===== config.mk =====
export PLATFORM = sky130hd
export DESIGN_NAME = cop_fifo
export DESIGN_NICKNAME = d
export VERILOG_FILES = /design/src/rtl/cop_pkg.sv /design/src/rtl/cop_fifo.sv
export VERILOG_INCLUDE_DIRS = /design/src /design/src/rtl
export SDC_FILE = /design/constraint.sdc
export NUM_CORES = 1
export LEC_CHECK = 0
export ABC_AREA = 0
export BUFFER_PORTS_ARGS = -buffer_cell sky130_fd_sc_hd__buf_2
export CORE_ASPECT_RATIO = 0.6
export CORE_MARGIN = 2
export CORE_UTILIZATION = 53
export CTS_BUF_LIST = sky130_fd_sc_hd__clkbuf_8
export DETAILED_ROUTE_END_ITERATION = 12
export GPL_TIMING_DRIVEN = 0
export MAX_ROUTING_LAYER = met4
export PLACE_DENSITY_LB_ADDON = 0.05
export SETUP_SLACK_MARGIN = 0.05
export SLEW_MARGIN = 10
export SYNTH_ARGS = -nofsm -noshare
export SYNTH_HDL_FRONTEND = slang
export SYNTH_SLANG_ARGS = --single-unit

===== constraint.sdc =====
create_clock -name clk_i -period 1.95 [get_ports clk_i]
set_input_delay 0.2925 -clock clk_i [delete_from_list [all_inputs] [get_ports clk_i]]
set_output_delay 0.2925 -clock clk_i [all_outputs]
set_load 0.005 [all_outputs]

===== src/rtl/circular_orbit_position_top_macros.svh =====
// Assertion helpers for the orbit position RTL.
`ifndef CIRCULAR_ORBIT_POSITION_TOP_MACROS_SVH
`define CIRCULAR_ORBIT_POSITION_TOP_MACROS_SVH
`ifndef ASSERT_OFF
`define COP_ASSERT(lbl, clk, rstn, prop) \
  lbl: assert property (@(posedge clk) disable iff (!rstn) prop) \
    else $error("assertion failed");
`define COP_ASSERT_NR(lbl, clk, prop) \
  lbl: assert property (@(posedge clk) prop) \
    else $error("assertion failed");
`else
`define COP_ASSERT(lbl, clk, rstn, prop)
`define COP_ASSERT_NR(lbl, clk, prop)
`endif
`endif


===== src/rtl/cop_pkg.sv =====
package cop_pkg;

  localparam int ANGLE_BITS   = 32;
  localparam int TIME_BITS    = 40;
  localparam int CORDIC_STEPS = 28;
  localparam int CW           = 36;
  localparam int PW           = 32;
  localparam int QW           = 32;
  localparam int DIV_STAGES   = TIME_BITS + QW;
  localparam int FIFO_DEPTH   = 4;
  localparam int FIFO_AW      = 2;

  localparam logic [16:0] EARTH_RADIUS_KM = 17'd6378;
  localparam logic [14:0] PERIOD_K_Q8     = 15'd25355;

  localparam logic signed [CW-1:0] INV_GAIN_Q30 = 36'sd652032874;
  localparam logic signed [CW-1:0] GAIN_Q30     = 36'sd1768195364;
  localparam logic signed [CW-1:0] HALF_TURN    = 36'sd2147483648;
  localparam logic signed [CW-1:0] QUARTER_TURN = 36'sd1073741824;

  localparam logic [31:0] ATAN_TAB [CORDIC_STEPS] = '{
    32'h20000000, 32'h12E4051E, 32'h09FB385B, 32'h051111D4, 32'h028B0D43,
    32'h0145D7E1, 32'h00A2F61E, 32'h00517C55, 32'h0028BE53, 32'h00145F2F,
    32'h000A2F98, 32'h000517CC, 32'h00028BE6, 32'h000145F3, 32'h0000A2FA,
    32'h0000517D, 32'h000028BE, 32'h0000145F, 32'h00000A30, 32'h00000518,
    32'h0000028C, 32'h00000146, 32'h000000A3, 32'h00000051, 32'h00000029,
    32'h00000014, 32'h0000000A, 32'h00000005
  };

  typedef enum logic [1:0] {
    REG_ALTITUDE  = 2'd0,
    REG_START     = 2'd1,
    REG_LONGITUDE = 2'd2,
    REG_INCL      = 2'd3
  } cop_reg_e;

  typedef struct packed {
    logic [15:0] altitude_km;
    logic [31:0] start_angle;
    logic [31:0] longitude_offset;
    logic [31:0] inclination;
  } cop_cfg_t;

  typedef struct packed {
    logic signed [CW-1:0] x;
    logic signed [CW-1:0] y;
    logic signed [CW-1:0] z;
  } cordic_t;

  function automatic logic signed [CW-1:0] atan_ext(int unsigned i);
    return $signed({{(CW-32){1'b0}}, ATAN_TAB[i]});
  endfunction

  function automatic logic signed [CW-1:0] angle_ext(logic [31:0] a);
    return $signed({{(CW-32){a[31]}}, a});
  endfunction

  // Fold into +-quarter turn; the result sign flips when folded
  function automatic logic rot_neg(logic [31:0] a);
    logic signed [CW-1:0] z;
    z = angle_ext(a);
    return (z > QUARTER_TURN) || (z < -QUARTER_TURN);
  endfunction

  function automatic cordic_t rot_pre(logic [31:0] a);
    cordic_t r;
    logic signed [CW-1:0] z;
    z = angle_ext(a);
    if (z > QUARTER_TURN) begin
      z = z - HALF_TURN;
    end else if (z < -QUARTER_TURN) begin
      z = z + HALF_TURN;
    end
    r.x = INV_GAIN_Q30;
    r.y = '0;
    r.z = z;
    return r;
  endfunction

  function automatic cordic_t rot_step(cordic_t c, int unsigned i);
    cordic_t r;
    logic signed [CW-1:0] xs, ys;
    xs = c.x >>> i;
    ys = c.y >>> i;
    if (c.z >= 0) begin
      r.x = c.x - ys;
      r.y = c.y + xs;
      r.z = c.z - atan_ext(i);
    end else begin
      r.x = c.x + ys;
      r.y = c.y - xs;
      r.z = c.z + atan_ext(i);
    end
    return r;
  endfunction

  function automatic cordic_t vec_pre(logic signed [CW-1:0] x, logic signed [CW-1:0] y);
    cordic_t r;
    if (x < 0) begin
      r.x = -x;
      r.y = -y;
      r.z = HALF_TURN;
    end else begin
      r.x = x;
      r.y = y;
      r.z = '0;
    end
    return r;
  endfunction

  function automatic cordic_t vec_step(cordic_t c, int unsigned i);
    cordic_t r;
    logic signed [CW-1:0] xs, ys;
    xs = c.x >>> i;
    ys = c.y >>> i;
    if (c.y < 0) begin
      r.x = c.x - ys;
      r.y = c.y + xs;
      r.z = c.z - atan_ext(i);
    end else begin
      r.x = c.x + ys;
      r.y = c.y - xs;
      r.z = c.z + atan_ext(i);
    end
    return r;
  endfunction

  function automatic logic signed [CW-1:0] mul_q30(logic signed [CW-1:0] a,
                                                   logic signed [CW-1:0] b);
    logic signed [2*CW-1:0] p;
    p = a * b;
    return p[CW+29:30];
  endfunction

  function automatic logic [ANGLE_BITS-1:0] out_angle(logic [31:0] a);
    logic [63:0] w;
    w = {a, 32'b0} >> (64 - ANGLE_BITS);
    return w[ANGLE_BITS-1:0];
  endfunction

endpackage


===== src/rtl/cop_fifo.sv =====
`include "circular_orbit_position_top_macros.svh"
module cop_fifo (
  input  logic        clk_i,
  input  logic        rst_ni,
  input  logic        push_i,
  input  logic [31:0] push_data_i,
  input  logic        pop_i,
  output logic        full_o,
  output logic        valid_o,
  output logic [31:0] head_o
);
  import cop_pkg::*;

  logic [31:0]        mem_q [FIFO_DEPTH];
  logic [FIFO_AW-1:0] wr_q, rd_q;
  logic [FIFO_AW:0]   cnt_q;

  always_ff @(posedge clk_i or negedge rst_ni) begin
    if (!rst_ni) begin
      wr_q  <= '0;
      rd_q  <= '0;
      cnt_q <= '0;
    end else begin
      if (push_i) begin
        wr_q <= wr_q + 1'b1;
      end
      if (pop_i) begin
        rd_q <= rd_q + 1'b1;
      end
      cnt_q <= cnt_q + {{FIFO_AW{1'b0}}, push_i} - {{FIFO_AW{1'b0}}, pop_i};
    end
  end

  always_ff @(posedge clk_i) begin
    if (push_i) begin
      mem_q[wr_q] <= push_data_i;
    end
  end

  assign full_o  = (cnt_q == (FIFO_AW+1)'(FIFO_DEPTH));
  assign valid_o = (cnt_q != '0);
  assign head_o  = mem_q[rd_q];

  `COP_ASSERT(a_push_room, clk_i, rst_ni, push_i |-> !full_o)
  `COP_ASSERT(a_pop_data, clk_i, rst_ni, pop_i |-> valid_o)
  `COP_ASSERT(a_fill, clk_i, rst_ni, (push_i && !pop_i) |=> cnt_q == $past(cnt_q) + 1'b1)
  `COP_ASSERT_NR(a_cnt_max, clk_i, cnt_q <= (FIFO_AW+1)'(FIFO_DEPTH))

endmodule


# Word-level counts from Yosys, hierarchy flattened
# Memory sizes are Yosys's and may differ from the RTL's.
# Index checks and enable logic that the tools add are counted.
# totals
register_bits	7
ram_bits	128
in_bits	36
word_cells	12
mem_count	1
# memory_table
name	words	word_bits	rd	rd_ports_with_merged_regs	wr	line_no	text
mem_q	4	32	1	0	1	cop_fifo.sv:14	logic [31:0] mem_q [FIFO_DEPTH];
# classes
n_addsub	4
n_eq_ne	1
n_mux	2
reduce_logical	1
# op_table
operator	n
adder 2 x 1 -> 2 bit (second input constant)	2
adder 3 x 1 -> 3 bit	1
== test 3 bit (second input constant)	1
nonzero test 3 bit	1
subtractor 3 x 1 -> 3 bit	1
2-to-1 mux 1 bit	2

# Logic depth before layout (Yosys ltp)
# logic_depth
ltp_word	2
ltp_mapped	6
depth_no_buf	6

# Worst setup path after synthesis
# Ideal clock, no wire load.
# synth_path
path_type	register -> register
startpoint	register wr_q[0]
endpoint	memory mem_q[0][0] (enable)
t_arrival_ns	1.410
required_ns	1.558
slack_ns	0.148
stages_incl_launch_ff	4
path_buffers	0
period_less_slack_ns	1.802
path_cell_list	dfrtp_1 inv_1 ha_1 and2_1
# synth_rtl
element	line_no	text
from (decl)	cop_fifo.sv:15	logic [FIFO_AW-1:0] wr_q, rd_q;
from (signal assigned)	cop_fifo.sv:25	wr_q <= wr_q + 1'b1;
to (decl)	cop_fifo.sv:14	
# Straight into the memory's write port.

# Worst setup path in the final report
# layout_path
startpoint	register rd_q[0]
endpoint	output port head_o[25]
# layout_between
elab_chain_cells	1
# layout_rtl
element	line_no	text
from (decl)	cop_fifo.sv:15	
from (signal assigned)	cop_fifo.sv:28	rd_q <= rd_q + 1'b1;
memory (4 x 32 bit)	-	
to (decl)	cop_fifo.sv:10	output logic [31:0] head_o
# No other way between the ends.

==> impl_metrics.yaml <==
status:
  outcome: "finished with violations"
  violations: "negative setup slack"
cells_and_area:
  multi_input_area_um2: 922
  drive_above_1_share: 0.453
  final_nets: 341
  antenna_cells: 0
  final_area_um2: 6100
  register_area_um2: 4020
  fin_cells: 441
  fill_cells: 642
  area_growth_pct: 20.7
  final_cell_mix: "edfxtp_1 (128), buf_2 (69), mux4_2 (30)"
  final_common_cell: "edfxtp_1"
clock_network:
  cts.htree.levels: 4
  clk_pin_slew_ns: 0.07
  cts_sinks: 135
  cts_made_buffers: 17
  cts_buffer_depth: 2
  root_buffer: "clkbuf_8"
  cts_tree: "yes"
  clkLatencyLatePin_ns: 0.42
timing:
  hold_violations: 0
  fin_crit_ns: 2.08
  fin_crit_sh: 1.07
  setup_tns_ns: -2.80
  drv_slew: 0
  fmax_ghz: 0.481
  skew_ns: 0.0111
  rsz0062_at_grt: "true"
  relSlewSlack: 0.710
  worst_pin_slew_ns: 0.435
  setup_viol: 32
  setup_slack_ns: -0.128
route:
  routed_via_density: 5.22
  num_vias: 2300
  drc_errors: 0
  drt_iter0_drc: 115
  wl_per_cell_um: 18.5
  totalWireLength_um: 8150
  postRouteAntennaNets: 0
  first_pass_iters: 4
synth:
  synth_seq_area_share: 0.795
  ys_ff_latch: 135
  avgSynthCellArea_um2: 25.0
  syn_area_um2: 5060
  yosysUniqueCellTypes: 18
  ys_warn_count: 0
  syn_nets: 245
  syn_inst: 202
floorplan:
  dieArea_um2: 10400
  core_um2: 9220
  io_pins: 70
  start_util: 0.548
  die-width_um: 130
  row_count: 27
  die_y_um: 79.7
run:
  drv_cap: 0
setup_path:
  crit_type: "flop to output pin"
  crit_arrival_ns: 1.79
  cp.required_ns: 1.66
  path_max_fanout: 10
  cp-start-kind: "flop"
  endpoint_kind: "output pin"
placed_design:
  gp_congestion: 0.704
  dpl_worst_slack_ns: 0.229
  place_inst: 405
  dpl.hpwl_um: 5030
  io_buffers: 69
  placed_area_um2: 5660
hold_path:
  hold_path_class: "input pin to flop"
grt:
  gr-total-overflow: 0
  track_usage: 0.180
  antenna_found_initial: 0
  grt_max_degree: 31
  grt_first_pass_wirelength_um: 12600
  grt_pass1_vias: 2397
pwr:
  ir_drop_v: 0.000834
  power_mw: 8.89
  power.density_nw_per_um2: 1460
  p_leak_nw: 2.22
## where the power goes
group	total [mW]	switching [mW]	leakage, nW	internal (mW)
clock	2.23	0.944	0.231	1.29
sequential	3.97	0.165	1.26	3.80
combinational	2.69	1.23	0.727	1.46
total	8.89	2.33	2.22	6.55
## repair_timing
item,4_1_cts,5_1_grt
resized for setup,5,0
setup endpoints to repair,32,32
endpoints found under the hold margin,7,0
gates cloned,0,1
hold buffers,1,0
setup buffers,3,0
## through the flow
step	hold slack (ns)	utilization
3_3_place_gp	0.134	0.603
5_1_grt	0.0579	0.662
6_report	0.0799	0.662
3_5_place_dp	0.137	0.613
2_1_floorplan	-0.00309	-
4_1_cts	0.0583	0.659
## path summary, 6_finish.rpt
path	start	to	slack, ns	cells after the start
setup / recovery	rd_q[0]	head_o[25]	-0.13	4
hold / removal	push_data_i[21]	mem_q[3][21]	0.08	1
setup reg to reg	wr_q[0]	mem_q[2][8]	0.32	4
hold reg to reg	wr_q[0]	wr_q[0]	0.55	1
max in group asynchronous	rst_ni	rd_q[0]	1.56	2
min in group asynchronous	rst_ni	wr_q[1]	0.23	2
## sequential cells by signal (all words and copies together) (netlist names)
name / count
wr_q: 2
mem_q: 128
cnt_q: 3
rd_q: 2
## worst max-delay path, cell delays in order (launching register included)
cell and delay [ns]:
dfrtp_1 0.35, buf_6 0.17, buf_12 0.16, mux4_2 0.52, buf_2 0.15
## area by class of cell
type                            instances  share of cell area
Buffer                                  7              0.0154
Clock buffer                           19              0.0429
Clock inverter                         13              0.0211
Inverter                                6             0.00369
Multi-Input combinational cell         53               0.151
Sequential cell                       135               0.659
Tap cell                              130              0.0267
Timing Repair Buffer                   78              0.0804
## cell families after synthesis
| logic type | synth area share |
|---|---|
| AO/OA/AOI/OAI | 0.000989 |
| XOR/XNOR | 0.00866 |
| adder cells (fa/ha/maj) | 0.0188 |
| buffers and inverters | 0.0223 |
| flip-flops | 0.795 |
| multiplexers | 0.146 |
| AND/OR/NAND/NOR | 0.00891 |
## cells in the mapped netlist
cell	count	area share
buf_12	3	0.012
buf_2	3	0.0030
fa_1	1	0.0040
ha_1	6	0.015
or3_1	1	0.0012
nand2_1	2	0.0015
inv_1	6	0.0045
o21ai_0	1	0.00099
clkbuf_1	1	0.00074
edfxtp_1	128	0.76
mux4_2	28	0.12
mux4_1	4	0.021
dfrtp_1	7	0.035
xor2_1	3	0.0052
and2_1	4	0.0049
and3_1	1	0.0012
buf_6	1	0.0022
xnor2_1	2	0.0035
## per-layer routing
layer / wire length [µm] / up-vias / GRT usage
met4: 93 / 0 / 0.0516
met3: 412 / 9 / 0.0724
met2: 3830 / 56 / 0.262
li1: - / 1036 / -
met5: 0 / - / -
met1: 3810 / 1199 / 0.239
Note: power is estimated with default switching activity, not from simulation.
