<file path="config.mk">
export PLATFORM = sky130hd
export DESIGN_NAME = cop_period
export DESIGN_NICKNAME = d
export VERILOG_FILES = /design/src/rtl/circular_orbit_position_top_macros.svh /design/src/rtl/cop_pkg.sv /design/src/rtl/cop_period.sv
export SDC_FILE = /design/constraint.sdc
export NUM_CORES = 2
export LEC_CHECK = 0
export BUFFER_PORTS_ARGS = -buffer_cell sky130_fd_sc_hd__buf_2
export CAP_MARGIN = 10
export CORE_ASPECT_RATIO = 1.1
export CORE_MARGIN = 4
export CORE_UTILIZATION = 35
export CTS_BUF_LIST = sky130_fd_sc_hd__clkbuf_2 sky130_fd_sc_hd__clkbuf_4 sky130_fd_sc_hd__clkbuf_8
export CTS_CLUSTER_SIZE = 30
export DETAILED_ROUTE_END_ITERATION = 10
export SETUP_SLACK_MARGIN = 0.15
export SYNTH_ARGS = -nofsm -noshare
export SYNTH_HDL_FRONTEND = slang
export SYNTH_SLANG_ARGS = --single-unit
</file>
<file path="constraint.sdc">
create_clock -name clk_i -period 13.75 [get_ports clk_i]
set_clock_uncertainty 0.05 [all_clocks]
set_input_delay 2.0625 -clock clk_i [delete_from_list [all_inputs] [get_ports clk_i]]
set_output_delay 2.0625 -clock clk_i [all_outputs]
set_load 0.03 [all_outputs]
</file>
<file path="src/rtl/circular_orbit_position_top_macros.svh">
// Assertion helpers for the orbit position RTL.
`ifndef CIRCULAR_ORBIT_POSITION_TOP_MACROS_SVH
`define CIRCULAR_ORBIT_POSITION_TOP_MACROS_SVH
`ifndef ASSERT_OFF
`define COP_ASSERT(lbl, clk, rstn, prop) \
  lbl: assert property (@(posedge clk) disable iff (!rstn) prop) \
    else $error("assertion failed");
`define COP_ASSERT_NR(lbl, clk, prop) \
  lbl: assert property (@(posedge clk) prop) \
    else $error("assertion failed");
`else
`define COP_ASSERT(lbl, clk, rstn, prop)
`define COP_ASSERT_NR(lbl, clk, prop)
`endif
`endif

</file>
<file path="src/rtl/cop_pkg.sv">
package cop_pkg;

  localparam int ANGLE_BITS   = 32;
  localparam int TIME_BITS    = 40;
  localparam int CORDIC_STEPS = 28;
  localparam int CW           = 36;
  localparam int PW           = 32;
  localparam int QW           = 32;
  localparam int DIV_STAGES   = TIME_BITS + QW;
  localparam int FIFO_DEPTH   = 4;
  localparam int FIFO_AW      = 2;

  localparam logic [16:0] EARTH_RADIUS_KM = 17'd6378;
  localparam logic [14:0] PERIOD_K_Q8     = 15'd25355;

  localparam logic signed [CW-1:0] INV_GAIN_Q30 = 36'sd652032874;
  localparam logic signed [CW-1:0] GAIN_Q30     = 36'sd1768195364;
  localparam logic signed [CW-1:0] HALF_TURN    = 36'sd2147483648;
  localparam logic signed [CW-1:0] QUARTER_TURN = 36'sd1073741824;

  localparam logic [31:0] ATAN_TAB [CORDIC_STEPS] = '{
    32'h20000000, 32'h12E4051E, 32'h09FB385B, 32'h051111D4, 32'h028B0D43,
    32'h0145D7E1, 32'h00A2F61E, 32'h00517C55, 32'h0028BE53, 32'h00145F2F,
    32'h000A2F98, 32'h000517CC, 32'h00028BE6, 32'h000145F3, 32'h0000A2FA,
    32'h0000517D, 32'h000028BE, 32'h0000145F, 32'h00000A30, 32'h00000518,
    32'h0000028C, 32'h00000146, 32'h000000A3, 32'h00000051, 32'h00000029,
    32'h00000014, 32'h0000000A, 32'h00000005
  };

  typedef enum logic [1:0] {
    REG_ALTITUDE  = 2'd0,
    REG_START     = 2'd1,
    REG_LONGITUDE = 2'd2,
    REG_INCL      = 2'd3
  } cop_reg_e;

  typedef struct packed {
    logic [15:0] altitude_km;
    logic [31:0] start_angle;
    logic [31:0] longitude_offset;
    logic [31:0] inclination;
  } cop_cfg_t;

  typedef struct packed {
    logic signed [CW-1:0] x;
    logic signed [CW-1:0] y;
    logic signed [CW-1:0] z;
  } cordic_t;

  function automatic logic signed [CW-1:0] atan_ext(int unsigned i);
    return $signed({{(CW-32){1'b0}}, ATAN_TAB[i]});
  endfunction

  function automatic logic signed [CW-1:0] angle_ext(logic [31:0] a);
    return $signed({{(CW-32){a[31]}}, a});
  endfunction

  // Fold into +-quarter turn; the result sign flips when folded
  function automatic logic rot_neg(logic [31:0] a);
    logic signed [CW-1:0] z;
    z = angle_ext(a);
    return (z > QUARTER_TURN) || (z < -QUARTER_TURN);
  endfunction

  function automatic cordic_t rot_pre(logic [31:0] a);
    cordic_t r;
    logic signed [CW-1:0] z;
    z = angle_ext(a);
    if (z > QUARTER_TURN) begin
      z = z - HALF_TURN;
    end else if (z < -QUARTER_TURN) begin
      z = z + HALF_TURN;
    end
    r.x = INV_GAIN_Q30;
    r.y = '0;
    r.z = z;
    return r;
  endfunction

  function automatic cordic_t rot_step(cordic_t c, int unsigned i);
    cordic_t r;
    logic signed [CW-1:0] xs, ys;
    xs = c.x >>> i;
    ys = c.y >>> i;
    if (c.z >= 0) begin
      r.x = c.x - ys;
      r.y = c.y + xs;
      r.z = c.z - atan_ext(i);
    end else begin
      r.x = c.x + ys;
      r.y = c.y - xs;
      r.z = c.z + atan_ext(i);
    end
    return r;
  endfunction

  function automatic cordic_t vec_pre(logic signed [CW-1:0] x, logic signed [CW-1:0] y);
    cordic_t r;
    if (x < 0) begin
      r.x = -x;
      r.y = -y;
      r.z = HALF_TURN;
    end else begin
      r.x = x;
      r.y = y;
      r.z = '0;
    end
    return r;
  endfunction

  function automatic cordic_t vec_step(cordic_t c, int unsigned i);
    cordic_t r;
    logic signed [CW-1:0] xs, ys;
    xs = c.x >>> i;
    ys = c.y >>> i;
    if (c.y < 0) begin
      r.x = c.x - ys;
      r.y = c.y + xs;
      r.z = c.z - atan_ext(i);
    end else begin
      r.x = c.x + ys;
      r.y = c.y - xs;
      r.z = c.z + atan_ext(i);
    end
    return r;
  endfunction

  function automatic logic signed [CW-1:0] mul_q30(logic signed [CW-1:0] a,
                                                   logic signed [CW-1:0] b);
    logic signed [2*CW-1:0] p;
    p = a * b;
    return p[CW+29:30];
  endfunction

  function automatic logic [ANGLE_BITS-1:0] out_angle(logic [31:0] a);
    logic [63:0] w;
    w = {a, 32'b0} >> (64 - ANGLE_BITS);
    return w[ANGLE_BITS-1:0];
  endfunction

endpackage

</file>
<file path="src/rtl/cop_period.sv">
module cop_period (
  input  logic                 clk_i,
  input  logic                 rst_ni,
  input  logic                 restart_i,
  input  logic [15:0]          altitude_km_i,
  output logic                 busy_o,
  output logic [cop_pkg::PW-1:0] period_o
);
  import cop_pkg::*;

  typedef enum logic [4:0] {
    ST_IDLE = 5'b00001,
    ST_SQ   = 5'b00010,
    ST_CUBE = 5'b00100,
    ST_K    = 5'b01000,
    ST_ROOT = 5'b10000
  } cop_per_e;

  cop_per_e    state_q, state_d;
  logic [63:0] acc_q, acc_d;
  logic [63:0] v_q, v_d;
  logic [63:0] res_q, res_d;
  logic [63:0] bit_q, bit_d;
  logic [4:0]  cnt_q, cnt_d;
  logic [16:0] radius;
  logic [63:0] trial;
  logic [PW-1:0] per_raw;

  assign radius = {1'b0, altitude_km_i} + EARTH_RADIUS_KM;
  assign trial  = res_q + bit_q;

  // Sequence r^3*K, then one integer square root bit pair per cycle
  always_comb begin
    state_d = state_q;
    acc_d   = acc_q;
    v_d     = v_q;
    res_d   = res_q;
    bit_d   = bit_q;
    cnt_d   = cnt_q;
    case (state_q)
      ST_IDLE: ;
      ST_SQ: begin
        acc_d   = {30'b0, {17'b0, radius} * {17'b0, radius}};
        state_d = ST_CUBE;
      end
      ST_CUBE: begin
        acc_d   = {13'b0, {17'b0, acc_q[33:0]} * {34'b0, radius}};
        state_d = ST_K;
      end
      ST_K: begin
        v_d     = {15'b0, acc_q[48:0]} * {49'b0, PERIOD_K_Q8};
        res_d   = '0;
        bit_d   = 64'h4000_0000_0000_0000;
        cnt_d   = '0;
        state_d = ST_ROOT;
      end
      ST_ROOT: begin
        if (v_q >= trial) begin
          v_d   = v_q - trial;
          res_d = (res_q >> 1) + bit_q;
        end else begin
          res_d = res_q >> 1;
        end
        bit_d = bit_q >> 2;
        cnt_d = cnt_q + 5'd1;
        if (cnt_q == 5'd31) begin
          state_d = ST_IDLE;
        end
      end
      default: state_d = ST_IDLE;
    endcase
    if (restart_i) begin
      state_d = ST_SQ;
    end
  end

  always_ff @(posedge clk_i or negedge rst_ni) begin
    if (!rst_ni) begin
      state_q <= ST_SQ;
      cnt_q   <= '0;
    end else begin
      state_q <= state_d;
      cnt_q   <= cnt_d;
    end
  end

  always_ff @(posedge clk_i) begin
    acc_q <= acc_d;
    v_q   <= v_d;
    res_q <= res_d;
    bit_q <= bit_d;
  end

  // Period in ms is the root over 16, never below one
  assign per_raw  = res_q[PW+3:4];
  assign period_o = (per_raw == '0) ? PW'(1) : per_raw;
  assign busy_o   = (state_q != ST_IDLE);

endmodule

</file>
Word-level counts from Yosys, hierarchy flattened
Cells that the tools add are included.
{"block": "totals", "out_inout_bits": 33, "ff_bits": 251, "inputBits": 19, "word_cells": 41}
{"block": "op_classes", "magnitude_cmp": 1, "n_mux": 11, "eq_ne": 10, "n_addsub": 5, "n_reduce_logical": 5, "n_mul": 3}
{"operator": "$pmux 64 s2", "count": 3}
{"operator": "$mux 64", "count": 2}
{"operator": "$pmux 49 s2", "count": 1}
{"operator": "$add 63x64->64", "count": 1}
{"operator": "$add 64x64->64", "count": 1}
{"operator": "$ge 64x64->1", "count": 1}
{"operator": "$mul 49x15->64 const B", "count": 1}
{"operator": "$sub 64x64->64", "count": 1}
{"operator": "$mul 34x17->49", "count": 1}
{"operator": "$mul 17x17->34", "count": 1}
{"operator": "$logic_not 32->1", "count": 1}
{"operator": "$mux 32", "count": 1}
{"operator": "$pmux 5 s5", "count": 1}
{"operator": "$add 16x13->17 const B", "count": 1}
{"operator": "$eq 5x5->1 const B", "count": 2}
{"operator": "$mux 5", "count": 2}
{"operator": "$pmux 5 s2", "count": 1}
{"operator": "$add 5x1->5 const B", "count": 1}
{"operator": "$eq 5x1->1 const B", "count": 1}
{"operator": "$eq 5x2->1 const B", "count": 1}
{"operator": "$eq 5x3->1 const B", "count": 1}
{"operator": "$eq 5x4->1 const B", "count": 1}
{"operator": "$ne 5x1->1 const B", "count": 1}
{"operator": "$ne 2x2->1 const B", "count": 2}
{"operator": "other kinds (3)", "count": 5}

Depth between registers and ports, before layout
{"block": "logic_depth", "ltp_word": 4, "mapped_depth": 35, "mapped_depth_nobuf": 33}

Worst setup path before layout
Ideal clock, no wire load.
{"block": "synth_timing", "path_kind": "in2reg", "from": "input port altitude_km_i[1]", "to": "register acc_q[33], data pin", "required_time_ns": 13.429, "setup_time_ns": 0.271, "path_buffers": 3, "cell_stages": 34, "path_slack_ns": 3.383, "arrival_ns": 10.047, "path_cell_list": "ha_1 > o21ai_0 > nand2_1 > nor2_1 > nor2_1 > or3_1 > and3_1 > xor2_1 > clkbuf_1 > clkbuf_1 > nand2_1 > fa_1 > inv_1 > fa_1 > fa_1 > fa_1 > fa_1 > inv_1 > fa_1 > inv_1 > ha_1 > clkbuf_1 > a21oi_1 > o21bai_1 > a221oi_1 > o21ai_0 > a221o_1 > a221o_1 > a31o_2 > o211a_1 > o21a_1 > o21ai_1 > mux2i_1 > o211ai_1"}
{"block": "synth_via", "elab_chain_len": 3, "word_cells_on_any_way": 4, "classes_between": "add/sub: 1; mul: 2; mux: 1"}
{"element": "from (decl)", "line": "cop_period.sv:5", "text": "input logic [15:0] altitude_km_i,"}
{"element": "$add 16x13->17 *", "line": "cop_period.sv:29", "text": "assign radius = {1'b0, altitude_km_i} + EARTH_RADIUS_KM;"}
{"element": "$mul 34x17->49 / $mul 17x17->34 (equally long branches)", "line": "cop_period.sv:47, cop_period.sv:43"}
{"element": "$pmux 49 s2 *", "line": "cop_period.sv:40", "text": "case (state_q)"}
{"element": "via acc_d[33]", "line": "cop_period.sv:20", "text": "logic [63:0] acc_q, acc_d;"}
{"element": "to (signal assigned)", "line": "cop_period.sv:88", "text": "acc_q <= acc_d;"}
{"element": "to (decl)", "line": "cop_period.sv:20"}
Mark *: on every way through the listed nets, which the timed path passes. The rest lies on a longest branch.
A chain may end at the register's enable or synchronous reset.

Worst setup path after layout
{"block": "layout_timing", "from": "input port altitude_km_i[1]", "to": "register acc_q[48], data pin"}
{"block": "layout_via", "elab_chain_len": 3}
{"element": "$add 16x13->17", "line": "cop_period.sv:29"}
{"element": "$mul 34x17->49", "line": "cop_period.sv:47", "text": "acc_d = {13'b0, {17'b0, acc_q[33:0]} * {34'b0, radius}};"}
{"element": "$pmux 49 s2", "line": "cop_period.sv:40"}
No other way between the ends.

==> impl_metrics.json <==
{
  "start_kind": "input pin",
  "die_w_um": 383,
  "post-route-util_pct": 37.4,
  "grt_pass1_wl_um": 240000,
  "fin_crit_sh_pct": 82.9,
  "preCtsSetupSlack_ns": 1.71,
  "antenna_found_initial": 2,
  "coreArea_um2": 154000,
  "htreeDepth": 2,
  "arrival_ns": 11.77,
  "firstDrtPassIters": 8,
  "tightestPinTransition_ns": 1.22,
  "final-instance-count-excl-fill": 8254,
  "cts_buffer_depth": 3,
  "placedCellCount": 8172,
  "yosys_most_used_dff": "edfxtp_1",
  "synth_edf_count": 209,
  "grt_start_max_net_pins": 84,
  "cp-end-kind": "flop",
  "relSlewSlack_pct": 18.8,
  "synth_seq_cells": 219,
  "syn_area_per_cell_um2": 8.68,
  "ys.warnings.count": 0,
  "cts_tree": "built",
  "drv_cap": 0,
  "setup_viol": 0,
  "fin_crit_ns": 11.41,
  "slowest_delay_ns": 1.02,
  "r2r_end": "acc_q[48]",
  "cts_buffers": 44,
  "crit_fanout": 21,
  "cts_sinks": 219,
  "cp.required_ns": 14.11,
  "antenna_left": 0,
  "outcome": "complete, no violations",
  "fmax_mhz": 87.7,
  "fin_ws_ns": 2.34,
  "hpwl_um": 117000,
  "clkTransAtPathRegs_ns": 0.06,
  "cp_common_cell": "fa_1",
  "r2r_setup_slack_ns": 5.05,
  "clk_latency_ns": 0.71,
  "fillers": 15900,
  "io_buffer_count": 51,
  "cp_num_buf_inv": 5,
  "holdPathEnd": "cnt_q[2]",
  "r2r_start": "acc_q[17]",
  "synthArstFlopShare_pct": 4.57,
  "start_util_pct": 35.2,
  "dieHeight_um": 421,
  "whs_path_depth": 1,
  "fin_setup_tns_ns": 0,
  "worstRegToRegCells": 24,
  "ys_types": 89,
  "syn_inst": 6241,
  "ctsResizeCount": 0,
  "die_area_um2": 161000,
  "final_max_slew_viol_count": 0,
  "worst_path_max_delay_cell": "clkinv_1",
  "routed_via_density": 5.04,
  "hold_viol": 0,
  "finalWirelength_um": 148000,
  "hp-class": "flop to flop",
  "fin_nets": 7668,
  "groute.usage.overall_pct": 18.7,
  "io_pins": 52,
  "core.rowCount": 151,
  "cts-root-buf": "clkbuf_8",
  "min-delay-start": "cnt_q[2]",
  "netlist_area_um2": 54100,
  "grt-ovfl-total": 0,
  "area_growth_pct": 6.19,
  "rsz0062_at_grt": "no",
  "remaining_drc_errors": 0,
  "synth_seq_area_share_pct": 12.1,
  "post-cts-setup-buffer-count": 0,
  "synth_nets": 7756,
  "gp_congestion": 0.948,
  "drive_gt1_share_pct": 4.15,
  "critical_path_class": "input pin to flop",
  "vias": 41600,
  "wl_per_cell_um": 17.9,
  "cts_hold_buf": 0,
  "grt_pass1_vias": 44300,
  "path_delay_family": "adder cells",
  "drt_iter0_drc": 2450
}
## worst max path at each step
stage	end	slack [ns]	cells past startpoint	from
2_1_floorplan	acc_q[33]	3.38	34	altitude_km_i[1]
5_1_grt	acc_q[48]	1.77	28	altitude_km_i[1]
6_report	acc_q[48]	2.34	28	altitude_km_i[1]
3_3_place_gp	acc_q[48]	1.90	28	altitude_km_i[1]
3_5_place_dp	acc_q[48]	1.71	28	altitude_km_i[1]
4_1_cts	acc_q[48]	2.43	28	altitude_km_i[1]
## cell usage after synthesis, types with 9 or more instances
cell type | instances | area (µm²)
o31ai_1 | 18 | 135
o21a_1 | 31 | 233
a21boi_0 | 9 | 67.6
o21bai_1 | 51 | 383
a31o_1 | 10 | 87.6
dfrtp_1 | 9 | 225
mux2i_1 | 13 | 130
nor4_1 | 23 | 144
a211oi_1 | 39 | 293
a31oi_1 | 75 | 469
or2_2 | 13 | 81.3
nand4_1 | 52 | 325
ha_1 | 609 | 7620
xor2_1 | 145 | 1270
xnor2_1 | 155 | 1360
and2_1 | 100 | 626
a21oi_1 | 309 | 1550
inv_1 | 1375 | 5160
nand3_1 | 43 | 215
nor3_1 | 39 | 195
nor2_1 | 421 | 1580
buf_2 | 9 | 45.0
nand2_1 | 744 | 2790
edfxtp_1 | 209 | 6280
o211ai_1 | 19 | 143
a21o_1 | 135 | 1010
o21ai_1 | 12 | 60.1
fa_1 | 887 | 17800
clkbuf_1 | 226 | 848
a221o_1 | 9 | 90.1
nand2b_1 | 26 | 163
and3_1 | 22 | 138
nor2b_1 | 45 | 282
o21ai_0 | 181 | 906
or3_1 | 38 | 238
a31o_2 | 22 | 193
## cells in the final DEF, fill, tap and decap left out, types with 9 or more instances in the layout
| cell type | instances |
|---|---|
| a211oi_1 | 39 |
| a21boi_0 | 9 |
| a21o_1 | 135 |
| a21oi_1 | 308 |
| a221o_1 | 9 |
| a31o_1 | 10 |
| a31o_2 | 22 |
| a31oi_1 | 75 |
| and2_1 | 100 |
| and3_1 | 22 |
| buf_2 | 51 |
| buf_4 | 65 |
| clkbuf_4 | 15 |
| clkbuf_8 | 45 |
| clkinv_1 | 13 |
| dfrtp_1 | 9 |
| edfxtp_1 | 209 |
| fa_1 | 887 |
| ha_1 | 609 |
| inv_1 | 1373 |
| mux2i_1 | 13 |
| nand2_1 | 744 |
| nand2b_1 | 26 |
| nand3_1 | 43 |
| nand4_1 | 52 |
| nor2_1 | 418 |
| nor2b_1 | 45 |
| nor3_1 | 39 |
| nor4_1 | 23 |
| o211ai_1 | 19 |
| o21a_1 | 31 |
| o21ai_0 | 181 |
| o21ai_1 | 12 |
| o21bai_1 | 51 |
| o31ai_1 | 18 |
| or2_2 | 13 |
| or3_1 | 38 |
| xnor2_1 | 150 |
| xor2_1 | 140 |
## per-layer routing
metal  GRT usage [%]  vias up  part of all wire, %
met5               0        -                    0
met4            5.27        0                  2.9
met3            2.06      220                  5.3
met2            31.8     1049                   47
met1            25.2    20700                   45
li1                -    19600                    -
## sequential cells by signal (all words and copies together) (netlist names)
| signal | count |
|---|---|
| acc_q | 49 |
| bit_q | 32 |
| cnt_q | 5 |
| res_q | 64 |
| state_q | 5 |
| v_q | 64 |
## logic make-up (layout without fill, tap and decap cells)
family                   count (synthesis)  count (layout)  share of synthesized area, %
AO/OA/AOI/OAI                          994             994                          11.7
XOR/XNOR                               300             300                          4.85
other                                    1               2                       0.00693
flip-flops                             219             219                          12.1
buffers and inverters                 1631            1578                          11.4
multiplexers                            13              13                         0.240
AND/OR/NAND/NOR                       1587            1587                          12.8
adder cells (fa/ha/maj)               1496            1496                          46.9
## stage by stage
stage | hold slack (ns) | cell area (µm²)
floorplan | 0.415 | 54100
detailed placement | 0.443 | 56600
global placement | 0.441 | 56600
finish | 0.453 | 57500
global route | 0.494 | 57500
CTS | 0.464 | 57500
## cell type report
class	instances	area (µm²)	area share, %
diodes	1	2.50	0.00435
repair buffers	116	743	1.29
multi-input cells	4391	41600	72.3
inverters	1381	5190	9.02
clock buffers	60	732	1.27
well taps	2065	2580	4.49
flip-flops and latches	219	6530	11.4
clock inverters	21	135	0.235
Power is left out: the tool's default activity adds up to more than one toggle a clock period on the data nets, which glitch-free logic cannot reach.
